File: config.mk
export PLATFORM = sky130hd
export DESIGN_NAME = sal_cell
export DESIGN_NICKNAME = d
export VERILOG_FILES = /design/src/design/sal_pkg.sv /design/src/design/sal_cell.sv
export SDC_FILE = /design/constraint.sdc
export NUM_CORES = 1
export LEC_CHECK = 0
export ABC_AREA = 1
export BUFFER_PORTS_ARGS = -buffer_cell sky130_fd_sc_hd__buf_4
export CAP_MARGIN = 20
export CELL_PAD_IN_SITES_DETAIL_PLACEMENT = 0
export CELL_PAD_IN_SITES_GLOBAL_PLACEMENT = 1
export CORE_MARGIN = 4
export CORE_UTILIZATION = 29
export DETAILED_ROUTE_END_ITERATION = 8
export GPL_ROUTABILITY_DRIVEN = 0
export HOLD_SLACK_MARGIN = 0.1
export PLACE_DENSITY = 0.91
export SYNTH_ARGS = -nofsm -noshare
export SYNTH_HDL_FRONTEND = slang
export SYNTH_SLANG_ARGS = --single-unit
File: constraint.sdc
create_clock -name clk -period 2.1 [get_ports clk]
set_input_delay 0.105 -clock clk [delete_from_list [all_inputs] [get_ports clk]]
set_output_delay 0.105 -clock clk [all_outputs]
set_load 0.01 [all_outputs]
File: src/design/sal_pkg.sv
`default_nettype none

package sal_pkg;

  // Field widths of the stream words.
  localparam int OP_W       = 3;
  localparam int VAL_W      = 32;
  localparam int POS_W      = 6;
  localparam int STAT_W     = 3;
  localparam int CNT_OUT_W  = 7;
  localparam int IN_DATA_W  = 40;
  localparam int OUT_DATA_W = 48;

  // Operation codes carried on in_tuser.
  typedef enum logic [OP_W-1:0] {
    OP_PUSH_BACK  = 3'd0,
    OP_PUSH_FRONT = 3'd1,
    OP_POP_BACK   = 3'd2,
    OP_POP_FRONT  = 3'd3,
    OP_REMOVE     = 3'd4,
    OP_READ       = 3'd5,
    OP_FIND       = 3'd6
  } op_t;

  // Result status carried on out_tuser.
  typedef enum logic [STAT_W-1:0] {
    STAT_OK        = 3'd0,
    STAT_FULL      = 3'd1,
    STAT_EMPTY     = 3'd2,
    STAT_RANGE     = 3'd3,
    STAT_NOT_FOUND = 3'd4
  } status_t;

  // What each storage cell does with its entry this cycle.
  typedef enum logic [1:0] {
    EN_HOLD       = 2'd0,
    EN_SHIFT_UP   = 2'd1,
    EN_SHIFT_DOWN = 2'd2,
    EN_WRITE_AT   = 2'd3
  } entry_op_t;

  // What each cell does with its stage of the result chain.
  typedef enum logic [1:0] {
    BUS_HOLD = 2'd0,
    BUS_LOAD = 2'd1,
    BUS_STEP = 2'd2
  } bus_op_t;

  // Command broadcast to every cell.
  typedef struct packed {
    entry_op_t entry_op;
    bus_op_t   bus_op;
    logic      find;
  } cell_cmd_t;

  // One result word.
  typedef struct packed {
    logic [CNT_OUT_W-1:0] count;
    status_t              status;
    logic [POS_W-1:0]     found_position;
    logic [VAL_W-1:0]     value_out;
  } result_t;

  // Control sequencer states.
  typedef enum logic [2:0] {
    ST_IDLE   = 3'b001,
    ST_SWEEP  = 3'b010,
    ST_FINISH = 3'b100
  } state_t;

endpackage

`default_nettype wire

File: src/design/sal_cell.sv
`default_nettype none

module sal_cell #(
  parameter int WORD_BITS = 32,
  parameter int CNT_W     = 7,
  parameter int SEL_W     = 7,
  parameter int IDX_W     = 6,
  parameter int CELL_IDX  = 0
) (
  input  wire                   clk,
  input  wire                   rst_n,
  input  wire sal_pkg::cell_cmd_t cmd,
  input  wire [CNT_W-1:0]       count,
  input  wire [SEL_W-1:0]       sel,
  input  wire [WORD_BITS-1:0]   key,
  input  wire [WORD_BITS-1:0]   new_word,
  input  wire [WORD_BITS-1:0]   below_word,
  input  wire [WORD_BITS-1:0]   above_word,
  input  wire                   above_hit,
  input  wire [WORD_BITS-1:0]   above_bus_word,
  input  wire [IDX_W-1:0]       above_idx,
  output logic [WORD_BITS-1:0]  entry,
  output logic                  bus_hit,
  output logic [WORD_BITS-1:0]  bus_word,
  output logic [IDX_W-1:0]      bus_idx
);
  import sal_pkg::*;

  localparam logic [CNT_W-1:0] MY_CNT = CNT_W'(CELL_IDX);
  localparam logic [SEL_W-1:0] MY_SEL = SEL_W'(CELL_IDX);
  localparam logic [IDX_W-1:0] MY_IDX = IDX_W'(CELL_IDX);

  logic [WORD_BITS-1:0] entry_r, entry_nxt;
  logic                 hit_r, hit_nxt;
  logic [WORD_BITS-1:0] bword_r, bword_nxt;
  logic [IDX_W-1:0]     bidx_r, bidx_nxt;
  logic                 live;
  logic                 match;

  // A cell only takes part in a search while it lies inside the list.
  assign live  = MY_CNT < count;
  assign match = live && (cmd.find ? (entry_r == key) : (MY_SEL == sel));

  // Entry movement: shift toward either neighbor or load the new word.
  always_comb begin
    entry_nxt = entry_r;
    case (cmd.entry_op)
      EN_HOLD:       entry_nxt = entry_r;
      EN_SHIFT_UP:   entry_nxt = below_word;
      EN_SHIFT_DOWN: if (MY_SEL >= sel) entry_nxt = above_word;
      EN_WRITE_AT:   if (MY_SEL == sel) entry_nxt = new_word;
      default:       entry_nxt = entry_r;
    endcase
  end

  // Result chain: a matching cell takes over, otherwise the upper stage moves down.
  always_comb begin
    hit_nxt   = hit_r;
    bword_nxt = bword_r;
    bidx_nxt  = bidx_r;
    case (cmd.bus_op)
      BUS_HOLD: begin
        hit_nxt = hit_r;
      end
      BUS_LOAD: begin
        hit_nxt   = match;
        bword_nxt = entry_r;
        bidx_nxt  = MY_IDX;
      end
      BUS_STEP: begin
        if (match) begin
          hit_nxt   = 1'b1;
          bword_nxt = entry_r;
          bidx_nxt  = MY_IDX;
        end else begin
          hit_nxt   = above_hit;
          bword_nxt = above_bus_word;
          bidx_nxt  = above_idx;
        end
      end
      default: begin
        hit_nxt = hit_r;
      end
    endcase
  end

  always_ff @(posedge clk) begin
    if (!rst_n) begin
      hit_r <= 1'b0;
    end else begin
      hit_r <= hit_nxt;
    end
  end

  always_ff @(posedge clk) begin
    entry_r <= entry_nxt;
    bword_r <= bword_nxt;
    bidx_r  <= bidx_nxt;
  end

  assign entry    = entry_r;
  assign bus_hit  = hit_r;
  assign bus_word = bword_r;
  assign bus_idx  = bidx_r;

endmodule

`default_nettype wire

# --- After elaboration in Yosys (flattened, before gate mapping) ---
# Index checks and enable logic that the tools add are counted.
totals:
  register_bits: 71
  input_bits: 188
  out_inout_bits: 71
  elab_cells: 30
classes:
  order_cmp: 2
  eq_ne: 8
  n_mux: 10
  bitwise: 1
  reduce_logical: 5
ops:
  columns: ["cell", "n"]
  rows:
  - ["two-way mux 32 bit", 3]
  - ["case mux 32 bit (3 select lines)", 1]
  - ["case mux 32 bit (2 select lines)", 1]
  - ["equality test 32 bit", 1]
  - ["case mux 6 bit (2 select lines)", 1]
  - [">= comparator 1 x 7 -> 1 bit, first input constant", 1]
  - ["zero test 7 bit", 1]
  - ["less-than comparator 1 x 7 -> 1 bit, first input constant", 1]
  - ["equality test 2 bit, second input constant", 3]
  - ["two-way mux 6 bit", 1]
  - ["equality test 2 x 1 -> 1 bit, second input constant", 2]
  - ["inequality test 2 bit, second input constant", 2]
  - ["AND reduction 3 bit", 1]
  - ["zero test 2 bit", 1]
  - ["two-way mux 1 bit", 2]
  - ["case mux 1 bit (2 select lines)", 1]
  - ["nonzero test 2 bit", 1]
  - ["logical AND 1 bit", 1]
  - ["inverter 1 bit", 1]

# --- Logic depth before layout (Yosys ltp) ---
logic_depth:
  depth_word: 5
  mapped_depth: 16
  depth_no_buf: 14

# --- Worst setup path before layout ---
# Ideal clock, no wire load.
synth_path:
  path_kind: "input-to-reg"
  from: "in cmd[4] in the netlist's numbering"
  to: "reg entry_r[0] (netlist: entry[0]), enable pin"
  setup_time_ns: 0.389
  t_arrival_ns: 1.409
  required_time_ns: 1.711
  setup_slack_ns: 0.302
  cell_stages: 5
  path_buffers: 2
  cell_sequence: "clkbuf_1 clkinv_1 clkbuf_1 nand2_1 nand2_1"
synth_via:
  elab_chain_len: 3
  word_cells_on_any_way: 7
  cone_classes: "eq/ne: 4; bitwise: 1; reduce/logical: 2"
synth_rtl:
  columns: ["element", "line_no", "source"]
  rows:
  - ["start, declared", "sal_cell.sv:12", "input wire sal_pkg::cell_cmd_t cmd,"]
  - ["equality test 2 bit or zero test 2 bit (tied branches)", "sal_cell.sv:47", "case (cmd.entry_op)"]
  - ["inequality test 2 bit (no line) or inverter 1 bit (tied branches)", null, null]
  - ["AND reduction 3 bit (no line) (*)", null, null]
  - ["end signal, assigned", "sal_cell.sv:96", "entry_r <= entry_nxt;"]
  - ["end, declared", "sal_cell.sv:33", "logic [WORD_BITS-1:0] entry_r, entry_nxt;"]
# Every way passes the cells marked *; elsewhere a longest branch is shown, timed or not.
# A chain may end at the register's enable or synchronous reset.

# --- Final worst setup path ---
layout_path:
  from: "reg entry_r[30] (netlist: entry[30])"
  to: "reg bword_r[4] (netlist: bus_word[4]) (data pin)"
layout_via:
  elab_chain_len: 5
layout_rtl:
  columns: ["element", "line_no", "source"]
  rows:
  - ["equality test 32 bit", "sal_cell.sv:42", "assign match = live && (cmd.find ? (entry_r == key) : (MY_SEL == sel));"]
  - ["two-way mux 1 bit", "sal_cell.sv:42", null]
  - ["logical AND 1 bit", "sal_cell.sv:42", null]
  - ["two-way mux 32 bit", "sal_cell.sv:71", "if (match) begin"]
  - ["case mux 32 bit (2 select lines)", "sal_cell.sv:61", "case (cmd.bus_op)"]
  - ["via bword_nxt[4]", "sal_cell.sv:35", "logic [WORD_BITS-1:0] bword_r, bword_nxt;"]
  - ["end signal, assigned", "sal_cell.sv:97", "bword_r <= bword_nxt;"]
  - ["end, declared", "sal_cell.sv:35", null]
# The timed path passes the listed nets, and every way through them passes these cells.

==> qor.yml <==
run_status:
  status: "completed"
grt:
  grt_max_degree: 39
  groute.usage.overall: 0.189
  use_met2: 0.325
  grt_first_pass_wirelength_um: 22200
  grt_use_met1: 0.234
  grt_remaining_overflow: 0
  grt.met3_usage: 0.0295
  grt_pass1_vias: 4415
  gr-max-usage-layer: "met2"
  antenna_found_initial: 0
sta:
  rsz0062_at_grt: "false"
  setup_viol: 0
  fin_hold_ws_ps: 99.5
  max_freq_ghz: 0.534
  period_minus_slack_ps: 1870
  slew_headroom: 0.574
  skew_ps: 7.17
  worst_pin_slew_ps: 638
  drv_slew: 0
  finalHoldViolCount: 0
  setup_tns_ps: 0
  post-route-period-util: 0.892
floorplanning:
  die_y_um: 124
  coreArea_um2: 13200
  ioPinCount: 259
  num_rows: 42
  initial_core_util: 0.296
  dieArea_um2: 15400
  fp.dieW_um: 124
cells_and_area:
  layout-drive-gt1-share: 0.350
  diodes: 0
  finalNonFillerCells: 1015
  area.sequential_um2: 2120
  final_core_util: 0.556
  areaGrowthSynthToFinish_pct: 88.2
  multiInputGateArea_um2: 1500
  nets: 1023
  num-fill-cells: 1230
flow_run:
  max_cap_violations: 0
route:
  ant_nets: 0
  wl_um: 15200
  num_vias: 4499
  viasPerCell: 4.43
  drc: 0
  wl_per_cell_um: 15.0
  first_pass_iters: 4
  drtIter0Drc: 259
synth:
  synth_fa_ha_area_frac: 0.00320
  avgSynthCellArea_um2: 8.10
  synth-simple-area-share: 0.337
  ys_types: 22
  synth.area.mux_share: 0
  synth_top_area_frac: 0.537
  synth_warnings: 0
  netlist_instances: 483
  netlist_top_cells_area: "edfxtp_1 (54%), nand2_1 (18%), nand3_1 (13%)"
  synthXorXnorAreaFrac: 0.0246
  synth-compound-area-share: 0.0169
  ys_ff_latch: 71
  yosysSeqAreaShare: 0.542
  synth_top_area_cell: "edfxtp_1"
  synth_top_family_by_area: "simple AND/OR/NAND/NOR gates"
  netlist_area_um2: 3910
  synth_nets: 672
worst_setup_path:
  cp_max_fo: 33
  path_class: "flop to flop"
  cp.required_ps: 2180
  cp-start-kind: "flop"
  worstSetupEndpointType: "flop"
  cp_data_arrival_time_ps: 1960
power_and_ir_drop:
  vdd_drop_max_mv: 0.352
  switching_share: 0.241
  p_per_area_nw_per_um2: 632
  seqPwrFrac: 0.390
  internal_power_w: 0.00354
  clkPwrFrac: 0.374
  leakage_nw: 3.61
  p_switching_w: 0.00112
  combPwrFrac: 0.236
clock_tree:
  h-tree-depth: 3
  cts_tree: "done"
  clkTransAtPathRegs_ps: 60
  clockRootBuffer: "clkbuf_16"
  numCtsBuffers: 9
  insertion_delay_ps: 330
  cts_sinks: 71
  clockBufferDepth: 2
min_path:
  min_path_type: "input pin to flop"
place:
  port_buffers: 258
  dp.cells: 905
  hpwlAfterDp_um: 11200
metal layers:
layer / vias to the layer above / part of all wire
met5: - / 0
met4: 0 / 0.025
met3: 29 / 0.065
met2: 187 / 0.51
met1: 2009 / 0.40
li1: 2274 / -
metrics by stage:
stage / total power, W / area [um^2] / worst slack, ps
2_1_floorplan: 0.00218 / 3910 / 302
3_3_place_gp: 0.00277 / 6070 / 200
3_5_place_dp: 0.00278 / 6080 / 175
4_1_cts: 0.00469 / 7340 / 157
5_1_grt: 0.00487 / 7370 / 59.0
6_report: 0.00466 / 7370 / 227
layout make-up:
type / count / share of cell area
clock buffers: 9 / 0.0306
clock inverters: 7 / 0.0165
inverters: 47 / 0.0240
multi-input cells: 340 / 0.203
flip-flops and latches: 71 / 0.288
well taps: 176 / 0.0299
repair buffers: 365 / 0.408
cell usage after synthesis (all sizes together):
| cell type | n |
|---|---|
| clkinv | 1 |
| nand3 | 100 |
| buf | 10 |
| o22ai | 1 |
| edfxtp | 70 |
| dfxtp | 1 |
| nand2 | 188 |
| xnor2 | 7 |
| nor4 | 2 |
| xor2 | 4 |
| ha | 1 |
| a21oi | 3 |
| nor2 | 24 |
| clkbuf | 15 |
| inv | 46 |
| o21ai | 9 |
| nor3 | 1 |
layout by cell type, fill, tap and decap left out, types with 2 or more instances in the layout:
cell type,Yosys,final
nand2_2,2,2
nand3_1,100,100
o21ai_0,8,8
inv_1,45,45
xor2_1,4,4
clkbuf_16,0,9
bufinv_16,0,3
a21oi_1,3,3
nor4_1,2,2
clkinv_4,0,3
buf_12,0,2
edfxtp_1,70,70
xnor2_1,7,7
dlygate4sd3_1,0,91
buf_4,0,270
nand2_1,186,186
nor2_1,24,23
power by group through the flow:
stage | clock [W] | combinational, W | sequential (W)
final | 0.00174 | 0.00110 | 0.00182
after detailed placement | 0 | 0.000932 | 0.00185
after floorplan | 0 | 0.000291 | 0.00189
after global placement | 0 | 0.000923 | 0.00185
after CTS | 0.00178 | 0.00109 | 0.00182
after global routing | 0.00184 | 0.00120 | 0.00183
repair_timing:
action / 4_1_cts / 5_1_grt
endpoints found under the setup margin: 0 / 3
buffers inserted: 0 / 3
hold buffers: 91 / 0
hold endpoints to repair: 66 / 0
gates resized for setup: 0 / 1
state kept, by name (all words and copies together) (netlist names):
name and flops:
bus_word 32, entry 32, bus_idx 6, bus_hit 1
worst max-delay path, cell delays in order (launching register included):
cell	delay, ps
edfxtp_1	470
inv_1	90
nand2_1	50
nand2_1	50
nand2_1	50
nor2_1	80
nand2_1	60
nor2_1	160
nand3_1	100
nand2_1	80
nand2_2	70
buf_6	190
nand3_1	110
nand2_1	60
worst paths after layout:
check / from / endpoint / slack, ps / depth (start not counted)
worst max-delay path: entry[30] / bus_word[4] / 230 / 13
worst min-delay path: below_word[19] / entry[19] / 100 / 3
worst max register to register: entry[30] / bus_word[4] / 230 / 13
worst min register to register: bus_hit / bus_hit / 560 / 2
cell families after synthesis:
logic type / count (synthesis)
XOR/XNOR: 11
adder cells (fa/ha/maj): 1
buffers and inverters: 72
AND/OR/NAND/NOR: 315
AO/OA/AOI/OAI: 13
flip-flops: 71
(Power assumes the default switching activity.)
